### src/sv/lfu_pkg.sv
// Shared types and constants for the LFU cache replacement unit.
// Depends on nothing; imported by every module of the block.
package lfu_pkg;

    localparam int DATA_W = 32;
    localparam int CAP_W  = 5;

    localparam logic [CAP_W-1:0]  CAP_RESET = 5'd16;
    localparam logic [DATA_W-1:0] COUNT_MAX = 32'hFFFF_FFFF;

    localparam logic ACT_GET = 1'b0;
    localparam logic ACT_PUT = 1'b1;

    typedef enum logic [1:0] {
        UPD_NONE,
        UPD_HIT,
        UPD_FILL,
        UPD_REPLACE
    } lfu_upd_op_t;

    // Update command from the decision logic to the slot store.
    typedef struct packed {
        lfu_upd_op_t op;
        logic        write_value;
    } lfu_upd_t;

    // Summary flags of one lookup over all slots.
    typedef struct packed {
        logic hit;
        logic has_free;
        logic any_valid;
    } lfu_look_t;

endpackage

### src/sv/lfu_lookup.sv
// Parallel lookup over all slots: key match, first free slot, occupancy and
// victim selection (lowest use count, oldest among equals). Uses lfu_pkg.
module lfu_lookup
    import lfu_pkg::*;
#(
    parameter int ENTRIES = 16
)
(
    input  logic [ENTRIES-1:0]                                slot_valid,
    input  logic [DATA_W-1:0]                                 slot_key   [ENTRIES],
    input  logic [DATA_W-1:0]                                 slot_count [ENTRIES],
    input  logic [((ENTRIES > 1) ? $clog2(ENTRIES) : 1)-1:0]  slot_rank  [ENTRIES],
    input  logic [DATA_W-1:0]                                 key,
    output lfu_look_t                                         look,
    output logic [((ENTRIES > 1) ? $clog2(ENTRIES) : 1)-1:0]  found_idx,
    output logic [((ENTRIES > 1) ? $clog2(ENTRIES) : 1)-1:0]  free_idx,
    output logic [((ENTRIES > 1) ? $clog2(ENTRIES) : 1)-1:0]  victim_idx,
    output logic [$clog2(ENTRIES+1)-1:0]                      occupancy
);

    localparam int IDX_W  = (ENTRIES > 1) ? $clog2(ENTRIES) : 1;
    localparam int OCC_W  = $clog2(ENTRIES+1);
    localparam int LEAVES = 1 << IDX_W;
    localparam int NODES  = 2 * LEAVES - 1;
    localparam int KEY_W  = DATA_W + IDX_W;

    logic [ENTRIES-1:0] match;
    logic               has_free;

    // Victim tree: the sort key is the count with the inverted rank below it,
    // so the smallest key is the lowest count and, within it, the oldest.
    logic             node_ok  [NODES];
    logic [KEY_W-1:0] node_key [NODES];
    logic [IDX_W-1:0] node_idx [NODES];

    genvar gi;
    for (gi = 0; gi < ENTRIES; gi++) begin : g_match
        assign match[gi] = slot_valid[gi] & (slot_key[gi] == key);
    end

    for (gi = 0; gi < LEAVES; gi++) begin : g_leaf
        if (gi < ENTRIES) begin : g_used
            assign node_ok[LEAVES-1+gi]  = slot_valid[gi];
            assign node_key[LEAVES-1+gi] = {slot_count[gi], ~slot_rank[gi]};
            assign node_idx[LEAVES-1+gi] = IDX_W'(gi);
        end
        else begin : g_pad
            assign node_ok[LEAVES-1+gi]  = 1'b0;
            assign node_key[LEAVES-1+gi] = '0;
            assign node_idx[LEAVES-1+gi] = '0;
        end
    end

    for (gi = 0; gi < LEAVES-1; gi++) begin : g_node
        logic pick_left;
        assign pick_left = node_ok[2*gi+1]
                         & (!node_ok[2*gi+2] | (node_key[2*gi+1] <= node_key[2*gi+2]));
        assign node_ok[gi]  = node_ok[2*gi+1] | node_ok[2*gi+2];
        assign node_key[gi] = pick_left ? node_key[2*gi+1] : node_key[2*gi+2];
        assign node_idx[gi] = pick_left ? node_idx[2*gi+1] : node_idx[2*gi+2];
    end

    always_comb
    begin
        found_idx = '0;
        for (int i = 0; i < ENTRIES; i++)
        begin
            if (match[i])
            begin
                found_idx = found_idx | IDX_W'(i);
            end
        end
    end

    // Scanning downward leaves the lowest-numbered free slot selected.
    always_comb
    begin
        free_idx = '0;
        has_free = 1'b0;
        for (int i = ENTRIES-1; i >= 0; i--)
        begin
            if (!slot_valid[i])
            begin
                free_idx = IDX_W'(i);
                has_free = 1'b1;
            end
        end
    end

    assign occupancy      = OCC_W'($countones(slot_valid));
    assign victim_idx     = node_idx[0];
    assign look.hit       = |match;
    assign look.has_free  = has_free;
    assign look.any_valid = node_ok[0];

endmodule

### src/sv/lfu_slot_array.sv
// Slot store of the LFU cache: valid bits, keys, values, use counts and
// recency ranks, updated by one command per cycle. Uses lfu_pkg.
module lfu_slot_array
    import lfu_pkg::*;
#(
    parameter int ENTRIES = 16
)
(
    input  logic                                              clk,
    input  logic                                              rst_n,
    input  lfu_upd_t                                          upd,
    input  logic [((ENTRIES > 1) ? $clog2(ENTRIES) : 1)-1:0]  upd_idx,
    input  logic [DATA_W-1:0]                                 upd_key,
    input  logic [DATA_W-1:0]                                 upd_value,
    output logic [ENTRIES-1:0]                                slot_valid,
    output logic [DATA_W-1:0]                                 slot_key   [ENTRIES],
    output logic [DATA_W-1:0]                                 slot_value [ENTRIES],
    output logic [DATA_W-1:0]                                 slot_count [ENTRIES],
    output logic [((ENTRIES > 1) ? $clog2(ENTRIES) : 1)-1:0]  slot_rank  [ENTRIES]
);

    localparam int IDX_W = (ENTRIES > 1) ? $clog2(ENTRIES) : 1;

    logic [ENTRIES-1:0] valid_reg;
    logic [DATA_W-1:0]  key_reg    [ENTRIES];
    logic [DATA_W-1:0]  value_reg  [ENTRIES];
    logic [DATA_W-1:0]  count_reg  [ENTRIES];
    logic [IDX_W-1:0]   rank_reg   [ENTRIES];
    logic [DATA_W-1:0]  key_next   [ENTRIES];
    logic [DATA_W-1:0]  value_next [ENTRIES];
    logic [DATA_W-1:0]  count_next [ENTRIES];
    logic [IDX_W-1:0]   rank_next  [ENTRIES];
    logic [IDX_W-1:0]   sel_rank;

    assign sel_rank = rank_reg[upd_idx];

    always_comb
    begin
        for (int i = 0; i < ENTRIES; i++)
        begin
            key_next[i]   = key_reg[i];
            value_next[i] = value_reg[i];
            count_next[i] = count_reg[i];
            rank_next[i]  = rank_reg[i];
            unique case (upd.op)
                UPD_HIT:
                begin
                    if (upd_idx == IDX_W'(i))
                    begin
                        rank_next[i] = '0;
                        if (count_reg[i] != COUNT_MAX)
                        begin
                            count_next[i] = count_reg[i] + 1'b1;
                        end
                        if (upd.write_value)
                        begin
                            value_next[i] = upd_value;
                        end
                    end
                    else if (valid_reg[i] && (rank_reg[i] < sel_rank))
                    begin
                        rank_next[i] = rank_reg[i] + 1'b1;
                    end
                end
                UPD_REPLACE:
                begin
                    if (upd_idx == IDX_W'(i))
                    begin
                        rank_next[i]  = '0;
                        count_next[i] = DATA_W'(1);
                        key_next[i]   = upd_key;
                        value_next[i] = upd_value;
                    end
                    else if (valid_reg[i] && (rank_reg[i] < sel_rank))
                    begin
                        rank_next[i] = rank_reg[i] + 1'b1;
                    end
                end
                UPD_FILL:
                begin
                    // A new entry with room ages every entry already held.
                    if (upd_idx == IDX_W'(i))
                    begin
                        rank_next[i]  = '0;
                        count_next[i] = DATA_W'(1);
                        key_next[i]   = upd_key;
                        value_next[i] = upd_value;
                    end
                    else if (valid_reg[i])
                    begin
                        rank_next[i] = rank_reg[i] + 1'b1;
                    end
                end
                default:
                begin
                end
            endcase
        end
    end

    always_ff @(posedge clk or negedge rst_n)
    begin
        if (!rst_n)
        begin
            valid_reg <= '0;
        end
        else if ((upd.op == UPD_FILL) || (upd.op == UPD_REPLACE))
        begin
            valid_reg[upd_idx] <= 1'b1;
        end
    end

    always_ff @(posedge clk)
    begin
        for (int i = 0; i < ENTRIES; i++)
        begin
            key_reg[i]   <= key_next[i];
            value_reg[i] <= value_next[i];
            count_reg[i] <= count_next[i];
            rank_reg[i]  <= rank_next[i];
        end
    end

    assign slot_valid = valid_reg;
    assign slot_key   = key_reg;
    assign slot_value = value_reg;
    assign slot_count = count_reg;
    assign slot_rank  = rank_reg;

endmodule

### src/sv/lfu_cache_replacement_unit.sv
// Top level of the LFU cache replacement unit: APB register, input register,
// decision logic and result register. Uses lfu_pkg, lfu_lookup, lfu_slot_array.
//
//  Channel  | Handshake              | Payload
//  ---------+------------------------+------------------------------------------
//  request  | start & !busy          | action, key, value
//  result   | done (one cycle)       | hit, read_value, evicted, evicted_key
//  config   | psel & penable & pwrite| paddr, pwdata (capacity_in_use), prdata
//
// A request beat is taken in any cycle; busy stays low. The lookup and slot
// update run combinationally between the input register and the result
// register, so the result is on the ports once the result register has taken
// it. Each beat sees the slot updates of the beat before it. Reset clears all
// slot valid bits and sets the capacity to 16.
// The receiver cannot stall; done marks a result for exactly one cycle.
module lfu_cache_replacement_unit
    import lfu_pkg::*;
#(
    parameter int ENTRIES = 16
)
(
    input  logic                     clk,
    input  logic                     rst_n,
    input  logic                     psel,
    input  logic                     penable,
    input  logic                     pwrite,
    input  logic [1:0]               paddr,
    input  logic [31:0]              pwdata,
    output logic [31:0]              prdata,
    output logic                     pready,
    input  logic                     start,
    output logic                     busy,
    input  logic                     action,
    input  logic signed [DATA_W-1:0] key,
    input  logic signed [DATA_W-1:0] value,
    output logic                     done,
    output logic                     hit,
    output logic signed [DATA_W-1:0] read_value,
    output logic                     evicted,
    output logic signed [DATA_W-1:0] evicted_key
);

    localparam int IDX_W = (ENTRIES > 1) ? $clog2(ENTRIES) : 1;
    localparam int OCC_W = $clog2(ENTRIES+1);
    localparam int CMP_W = (OCC_W > CAP_W) ? OCC_W : CAP_W;

    logic [CAP_W-1:0]  cap_reg;
    logic              req_valid_reg;
    logic              act_reg;
    logic [DATA_W-1:0] key_reg;
    logic [DATA_W-1:0] val_reg;
    logic              done_reg;
    logic              hit_reg;
    logic [DATA_W-1:0] read_value_reg;
    logic              evicted_reg;
    logic [DATA_W-1:0] evicted_key_reg;

    logic [ENTRIES-1:0] slot_valid;
    logic [DATA_W-1:0]  slot_key   [ENTRIES];
    logic [DATA_W-1:0]  slot_value [ENTRIES];
    logic [DATA_W-1:0]  slot_count [ENTRIES];
    logic [IDX_W-1:0]   slot_rank  [ENTRIES];

    lfu_look_t          look;
    logic [IDX_W-1:0]   found_idx;
    logic [IDX_W-1:0]   free_idx;
    logic [IDX_W-1:0]   victim_idx;
    logic [OCC_W-1:0]   occupancy;

    lfu_upd_t           upd;
    logic [IDX_W-1:0]   upd_idx;
    logic [CMP_W-1:0]   cap_ext;
    logic [CMP_W-1:0]   cap_eff;
    logic [CMP_W-1:0]   occ_ext;
    logic               is_put;
    logic               evict_now;
    logic [DATA_W-1:0]  read_value_next;
    logic [DATA_W-1:0]  evicted_key_next;
    logic               accept;
    logic               cfg_write;

    assign pready    = 1'b1;
    assign busy      = 1'b0;
    assign accept    = start & ~busy;
    assign cfg_write = psel & penable & pwrite & pready;
    assign prdata    = 32'(cap_reg);

    lfu_slot_array #(
        .ENTRIES    (ENTRIES)
    ) u_slots (
        .clk        (clk),
        .rst_n      (rst_n),
        .upd        (upd),
        .upd_idx    (upd_idx),
        .upd_key    (key_reg),
        .upd_value  (val_reg),
        .slot_valid (slot_valid),
        .slot_key   (slot_key),
        .slot_value (slot_value),
        .slot_count (slot_count),
        .slot_rank  (slot_rank)
    );

    lfu_lookup #(
        .ENTRIES    (ENTRIES)
    ) u_lookup (
        .slot_valid (slot_valid),
        .slot_key   (slot_key),
        .slot_count (slot_count),
        .slot_rank  (slot_rank),
        .key        (key_reg),
        .look       (look),
        .found_idx  (found_idx),
        .free_idx   (free_idx),
        .victim_idx (victim_idx),
        .occupancy  (occupancy)
    );

    // Capacities above the slot count behave as the slot count.
    assign cap_ext = CMP_W'(cap_reg);
    assign cap_eff = (cap_ext > CMP_W'(ENTRIES)) ? CMP_W'(ENTRIES) : cap_ext;
    assign occ_ext = CMP_W'(occupancy);
    assign is_put  = (act_reg == ACT_PUT);

    always_comb
    begin
        upd.op          = UPD_NONE;
        upd.write_value = 1'b0;
        upd_idx         = found_idx;
        evict_now       = 1'b0;
        if (req_valid_reg)
        begin
            if (!is_put)
            begin
                if (look.hit)
                begin
                    upd.op = UPD_HIT;
                end
            end
            else if (cap_eff != '0)
            begin
                if (look.hit)
                begin
                    upd.op          = UPD_HIT;
                    upd.write_value = 1'b1;
                end
                else if ((occ_ext >= cap_eff) && look.any_valid)
                begin
                    upd.op    = UPD_REPLACE;
                    upd_idx   = victim_idx;
                    evict_now = 1'b1;
                end
                else
                begin
                    upd.op  = UPD_FILL;
                    upd_idx = free_idx;
                end
            end
        end
    end

    assign read_value_next  = (!is_put && look.hit) ? slot_value[found_idx] : '1;
    assign evicted_key_next = evict_now ? slot_key[victim_idx] : '0;

    always_ff @(posedge clk or negedge rst_n)
    begin
        if (!rst_n)
        begin
            cap_reg       <= CAP_RESET;
            req_valid_reg <= 1'b0;
            done_reg      <= 1'b0;
        end
        else
        begin
            if (cfg_write)
            begin
                cap_reg <= pwdata[CAP_W-1:0];
            end
            req_valid_reg <= accept;
            done_reg      <= req_valid_reg;
        end
    end

    always_ff @(posedge clk)
    begin
        if (accept)
        begin
            act_reg <= action;
            key_reg <= key;
            val_reg <= value;
        end
        if (req_valid_reg)
        begin
            hit_reg         <= look.hit;
            read_value_reg  <= read_value_next;
            evicted_reg     <= evict_now;
            evicted_key_reg <= evicted_key_next;
        end
    end

    assign done        = done_reg;
    assign hit         = hit_reg;
    assign read_value  = read_value_reg;
    assign evicted     = evicted_reg;
    assign evicted_key = evicted_key_reg;

`ifndef SYNTHESIS
    a_result_latency: assert property (@(posedge clk) disable iff (!rst_n)
        accept |=> ##1 done)
        else $error("accepted beat did not produce a result two cycles later");

    a_evict_only_on_miss: assert property (@(posedge clk) disable iff (!rst_n)
        (done && evicted) |-> !hit)
        else $error("eviction reported on a key that was present");

    a_miss_reads_minus_one: assert property (@(posedge clk) disable iff (!rst_n)
        (done && !hit) |-> (read_value == '1))
        else $error("miss returned a value other than minus one");
`endif

endmodule
### config.mk
export PLATFORM = sky130hd
export DESIGN_NAME = lfu_cache_replacement_unit
export DESIGN_NICKNAME = d
export VERILOG_FILES = /design/src/sv/lfu_pkg.sv /design/src/sv/lfu_lookup.sv /design/src/sv/lfu_slot_array.sv /design/src/sv/lfu_cache_replacement_unit.sv
export SDC_FILE = /design/constraint.sdc
export NUM_CORES = 2
export LEC_CHECK = 0
export BUFFER_PORTS_ARGS = -buffer_cell sky130_fd_sc_hd__buf_4
export CORE_UTILIZATION = 47
export DETAILED_ROUTE_END_ITERATION = 16
export PLACE_DENSITY_LB_ADDON = 0.12
export REMOVE_ABC_BUFFERS = 1
export SLEW_MARGIN = 20
export SYNTH_ARGS = -nofsm -noshare
export SYNTH_HDL_FRONTEND = slang
export SYNTH_SLANG_ARGS = --single-unit
### constraint.sdc
create_clock -name clk -period 21.3 [get_ports clk]
set_clock_uncertainty 0.15 [all_clocks]
set_input_delay 2.13 -clock clk [delete_from_list [all_inputs] [get_ports clk]]
set_output_delay 2.13 -clock clk [all_outputs]
set_load 0.01 [all_outputs]
# == Word-level counts from Yosys, hierarchy flattened ==
# Index checks and enable logic that the tools add are counted.
# totals
register_bits,1754
elab_cells,764
output_inout_bits,101
# op_classes
n_reduce_logical,107
bitwise,83
eq_ne,131
n_mux,283
magnitude_cmp,38
add_sub_neg,47
# ops
cell,count
32-bit two-way mux,85
32-bit one-hot mux with 2 select lines,32
36-bit less-or-equal comparator,15
32-bit by 1-bit adder with 32-bit output (second input constant),16
32-bit == test,16
32-bit != test (second input constant),16
36-bit two-way mux,14
4-bit two-way mux,96
32-bit binary-select mux with 4-bit select,2
4-bit one-hot mux with 2 select lines,16
4-bit AND reduction,32
2-bit by 1-bit != test with 1-bit output (second input constant),49
3-bit by 1-bit != test with 1-bit output (second input constant),32
4-bit by 1-bit adder with 4-bit output (second input constant),16
4-bit less-than comparator,16
4-bit NOT,16
3-bit AND reduction,16
5-bit adder,7
1-bit AND,33
4-bit == test (second input constant),8
2-bit AND reduction,16
1-bit OR,30
3-bit two-way mux,8
1-bit logical AND,19
other kinds (25),83

# == Longest topological paths before layout ==
# logic_depth
depth_word,31
depth_mapped,58
depth_no_buf,48

# == Cells and area by module ==
# A second synthesis with hierarchy kept.
# hier_totals
cells_unflattened,8329
hier_area_um2,102235.6
# by_module_without_submodules
mod,n_inst,area_per_inst_um2,seq_area_each_um2,cells_each
lfu_slot_array,1,63454.6,48446.5,4081
lfu_lookup,1,25911.1,0.0,3418
lfu_cache_replacement_unit,1,12869.8,4110.2,830

# == Worst setup path before layout ==
# Ideal clock, no wire load.
# synth_timing
path_kind,reg2reg
start,"register u_slots.rank_reg, in the netlist u_slots.slot_rank[33]"
end,"register u_slots.count_reg, in the netlist u_slots.slot_count[416] (enable)"
n_path_buf,9
setup_ns,0.461
stages_incl_launch_ff,41
synth_period_minus_slack_ns,12.614
t_arrival_ns,12.002
setup_slack_ns,8.686
cell_sequence,edfxtp_1 ha_1 nor2b_1 o211ai_1 a211oi_1 o311a_1 o32ai_1 clkbuf_1 clkbuf_1 a21oi_1 ha_1 nand4_1 or4_1 nor4_2 a31oi_1 o22ai_2 clkbuf_1 buf_1 [5 not listed] and2_1 clkbuf_1 clkbuf_1 o21ai_0 ha_1 nand4_1 nor4_1 nand4_1 o211ai_1 o21ai_0 a21o_1 clkbuf_1 mux2i_1 a32oi_1 buf_4 or2_2 clkbuf_1 nor3_1
# synth_between
elab_chain_len,25
word_cells_on_any_way,29
cone_classes,order compare (4); eq/ne (3); mux (12); bitwise (9); reduce/logical (1)
# synth_rtl
element,line_no,text
from (decl),lfu_slot_array.sv:28,logic [IDX_W-1:0] rank_reg [ENTRIES];
"from (signal, indexed assignment)",lfu_slot_array.sv:120,rank_reg[i] <= rank_next[i];
4-bit NOT (*),lfu_lookup.sv:44,"assign node_key[LEAVES-1+gi] = {slot_count[gi], ~slot_rank[gi]};"
36-bit less-or-equal comparator,lfu_lookup.sv:57,& (!node_ok[2*gi+2] | (node_key[2*gi+1] <= node_key[2*gi+2]));
1-bit OR,lfu_lookup.sv:57,
1-bit AND,lfu_lookup.sv:57,
36-bit two-way mux,lfu_lookup.sv:59,assign node_key[gi] = pick_left ? node_key[2*gi+1] : node_key[2*gi+2];
36-bit less-or-equal comparator,lfu_lookup.sv:57,
1-bit OR,lfu_lookup.sv:57,
1-bit AND,lfu_lookup.sv:57,
[9 not listed],n/a,
4-bit two-way mux (*),lfu_cache_replacement_unit.sv:147,else if ((occ_ext >= cap_eff) && look.any_valid)
4-bit two-way mux (*),lfu_cache_replacement_unit.sv:142,if (look.hit)
4-bit two-way mux (*),lfu_cache_replacement_unit.sv:140,else if (cap_eff != '0)
4-bit two-way mux (*),lfu_cache_replacement_unit.sv:133,if (!is_put)
4-bit two-way mux (*),lfu_cache_replacement_unit.sv:131,if (req_valid_reg)
4-bit by 2-bit == test with 1-bit output (*),"lfu_slot_array.sv:48, lfu_slot_array.sv:67, lfu_slot_array.sv:82",
2-bit by 1-bit != test with 1-bit output (no source line),n/a,
4-bit AND reduction (no source line) (*),n/a,
"to (signal, indexed assignment)",lfu_slot_array.sv:119,count_reg[i] <= count_next[i];
to (decl),lfu_slot_array.sv:27,logic [DATA_W-1:0] count_reg [ENTRIES];
# Mark *: on every way between the ends. The rest lies on a longest branch, timed or not.
# A chain may end at the register's enable or synchronous reset.

# == Worst setup path in the final report ==
# layout_timing
start,"register u_slots.count_reg, in the netlist u_slots.slot_count[283]"
end,"register u_slots.rank_reg, in the netlist u_slots.slot_rank[61] (enable)"
# layout_between
elab_chain_len,29
word_cells_on_any_way,34
cone_classes,order compare (5); eq/ne (2); mux (15); bitwise (9); reduce/logical (3)
# layout_rtl
element,line_no,text
36-bit less-or-equal comparator,lfu_lookup.sv:57,
1-bit OR,lfu_lookup.sv:57,
1-bit AND,lfu_lookup.sv:57,
36-bit two-way mux,lfu_lookup.sv:59,
36-bit less-or-equal comparator,lfu_lookup.sv:57,
1-bit OR,lfu_lookup.sv:57,
1-bit AND,lfu_lookup.sv:57,
36-bit two-way mux,lfu_lookup.sv:59,
[12 not listed],n/a,
4-bit two-way mux (*),lfu_cache_replacement_unit.sv:131,
4-bit NOT with 5-bit output (implied by the code),lfu_slot_array.sv:35,assign sel_rank = rank_reg[upd_idx];
4-bit binary-select mux with 4-bit select,lfu_slot_array.sv:35,
4-bit two-way mux (implied by the code) (2 in series),lfu_slot_array.sv:35,
4-bit less-than comparator,"lfu_slot_array.sv:60, lfu_slot_array.sv:74",
1-bit logical AND,"lfu_slot_array.sv:60, lfu_slot_array.sv:74",
3-bit by 1-bit != test with 1-bit output (no source line),n/a,
3-bit AND reduction (no source line) (*),n/a,
# Mark *: on every way between the ends. The rest lies on a longest branch, timed or not. The select of a mux whose other input is x is not followed.

==> metrics <==
Post-Syn Area per Cell=10.68 um2; Inst Count DP=12,330; Core Area=0.2174 mm2; DR vias/cell=5.920; share of cells above drive strength 1=9.569%; Max-cap violations=0; WL per Instance=24.37 um; Port Buffers=147; Power Dens Cells=154.7 mW/mm2; maximum VDD drop=0.6193 mV; switching power total=8662 uW; Clk pwr share=19.9%; Critical-path top delay cell=nor4_1; RR Endpoint=u_slots.slot_rank[61]; Lkg Pwr=0.04197 uW; H-tree lvl count=4; crit path launch type=flip-flop; CTS Root Cell=clkbuf_16; post-route ant nets=0; crit path to=u_slots.slot_rank[61]; synthesized flop and latch total=1,754; Final nets=10,440; Internal=8968 uW; Mapped Area=0.1030 mm2; die extent in y=470.1 um; Hold Buf Count CTS=0; CTS clk-pin slew, worst paths=0.06 ns; dpl ws=3.971 ns; Worst Setup SP=u_slots.slot_count[283]; Hold Fails Final Rpt=0; Seq pwr share=24.0%; fmax=58.08 MHz; Final TNS setup=0 ns; die area=0.2210 mm2; FF-to-FF path depth=45; Final WS setup=4.083 ns; CP Data Required Time=21.62 ns; vias post-DR=75,190; RSZ-0062 raised after global routing=no; TritonRoute pass-1 iters=7; initial antenna violation count=6; Mapped Cells=9,647; EDFF count, synth=1,731; largest area contributor in the netlist=edfxtp_1; Yosys Warn Count=0; number of global-route vias before repair=71,780; kind of critical path=reg2reg; hpwl dp=210,000 um; Finish-stage setup viols=0; top area cells in the synthesized netlist=edfxtp_1, ha_1, xnor2_1; largest net degree at the start of global routing=187; P&R area growth vs syn=10.62%; WP data arrival=17.53 ns; drt drc=0; Routed WL=309,600 um; total power=17,630 uW; # clock sinks=1,754; post-CTS sizing=0; fin cells=12,700; top-area cell type share of the netlist area=50.47%; Worst path most repeated cell=ha_1; outcome=finished, final reports clean; postcts setup bufs=0; Most used DFF post-synth=edfxtp_1; CTS tree=yes; CP Max Fanout=70; share of flip-flops with an asynchronous set or reset=1.311%; Worst-Margin Slew=1.206 ns; GR Overflow Total=0; Crit. End Element=flip-flop; Placer Congestion=0.9132; Distinct cells, synth=111; I/O pin count=206; switching share of power=49.13%; internal reg-to-reg setup slack=4.08 ns; first-pass GRT wire length=459,500 um; Final Core Density=52.41%; fin crit share=80.83%; Clock Latency Late Sink=0.88 ns; Final Critical Period=17.22 ns; Max Root-Sink Buffers=3; overall global routing resource usage=27.41%; Std-Cell Rows=171; Hold WC Path Type=reg2reg; Comb power frac=56.1%; reg2reg start=u_slots.slot_count[283]; die width=470.1 um; Initial Util=47.38%; Critical Path Max Stage Delay=0.97 ns; sequential fraction of the synthesis area=51.03%; DRT iter0 DRCs=7,379; Slew headroom=19.61%; total CTS buffers=197; Slew Viols, Final=0
## how the worst min path moves through the flow
stage	startpoint	to	slack, ns	depth (start not counted)
floorplan	u_slots.slot_valid[6]	u_slots.slot_valid[6]	0.40	1
global placement	key_reg[22]	u_slots.slot_key[246]	0.42	0
detailed placement	key_reg[22]	u_slots.slot_key[246]	0.42	0
CTS	key_reg[22]	u_slots.slot_key[246]	0.44	0
global route	key_reg[22]	u_slots.slot_key[246]	0.46	0
finish	key_reg[22]	u_slots.slot_key[246]	0.43	0
## per-stage QoR
step	instance area, um2	hold slack, ns
after floorplan	100800	0.3991
after global placement	107000	0.4243
after detailed placement	107100	0.4223
after CTS	113800	0.4359
after global routing	113900	0.4557
final	113900	0.4312
## worst max-delay path: cells and delay by family (launching register included)
family,cells,cell delay [ns]
AO/OA/AOI/OAI,20,7.20
adder cells (fa/ha/maj),5,1.82
buffers and inverters,5,1.73
flip-flops,1,0.43
multiplexers,1,0.43
AND/OR/NAND/NOR,14,4.96
## power by group through the flow
stage	Clock, uW	Combinational, uW	Sequential (uW)
floorplan	0	5670	4290
global placement	0	9530	4300
global route	3690	10500	4260
detailed placement	0	9650	4300
CTS	3560	9710	4230
finish	3510	9890	4240
## metal layers
layer  global-route usage (%)  up-vias  wire (um)
met5                        0        -          0
met4                    9.790        0      11390
met3                    3.477      471      19480
met2                    43.39     2539     142000
met1                    38.55    37120     136800
li1                         -    35060          -
## placed cells by master (no fill, tap or decap), drive strengths merged, types with 156 or more instances in the layout
cell / count
edfxtp: 1731
nor2: 1169
nand2: 863
a21oi: 751
ha: 647
xnor2: 609
inv: 437
xor2: 390
nand3: 369
nand4: 288
buf: 280
clkbuf: 241
o21ai: 227
a211oi: 217
mux2i: 216
mux2: 209
and3: 156
## cells in the mapped netlist (all sizes together) (10+ instances only)
library cell  instances
a2111oi              10
a211oi              217
a21boi               19
a21o                 45
a21oi               751
a221oi               11
a311oi               35
a31oi                49
and2                 46
and3                156
and4                 27
buf                 173
clkbuf              300
dfrtp                22
edfxtp             1731
fa                   11
ha                  647
inv                 436
mux2                209
mux2i               216
nand2               863
nand2b               14
nand3               369
nand4               288
nor2               1169
nor2b                48
nor3                140
nor4                136
o211ai               20
o21a                 28
o21ai               227
o22ai                10
o31ai                17
o32ai                18
or2                  53
or3                  26
or4                  10
xnor2               609
xor2                390
## cell type report
| cell class | count | area, um2 |
|---|---|---|
| clock inverters | 122 | 1479 |
| diodes | 3 | 7.507 |
| repair buffers | 280 | 2317 |
| well taps | 2854 | 3571 |
| multi-input cells | 7010 | 47200 |
| clock buffers | 241 | 5156 |
| fillers | 19070 | 103500 |
| flip-flops and latches | 1754 | 52560 |
| inverters | 437 | 1640 |
## cell families after synthesis
logic type / count (synthesis) / synth area share [%]
AOI/OAI and AO/OA: 1529 / 9.091
DFF: 1754 / 51.03
xor gates and xnor gates: 999 / 8.503
and+or+nand+nor: 3370 / 15.11
adders and majority gates: 658 / 8.074
muxes: 425 / 4.392
other: 2 / 0.007292
buffers and inverters: 910 / 3.794
Note: power is estimated with default switching activity, not from simulation.
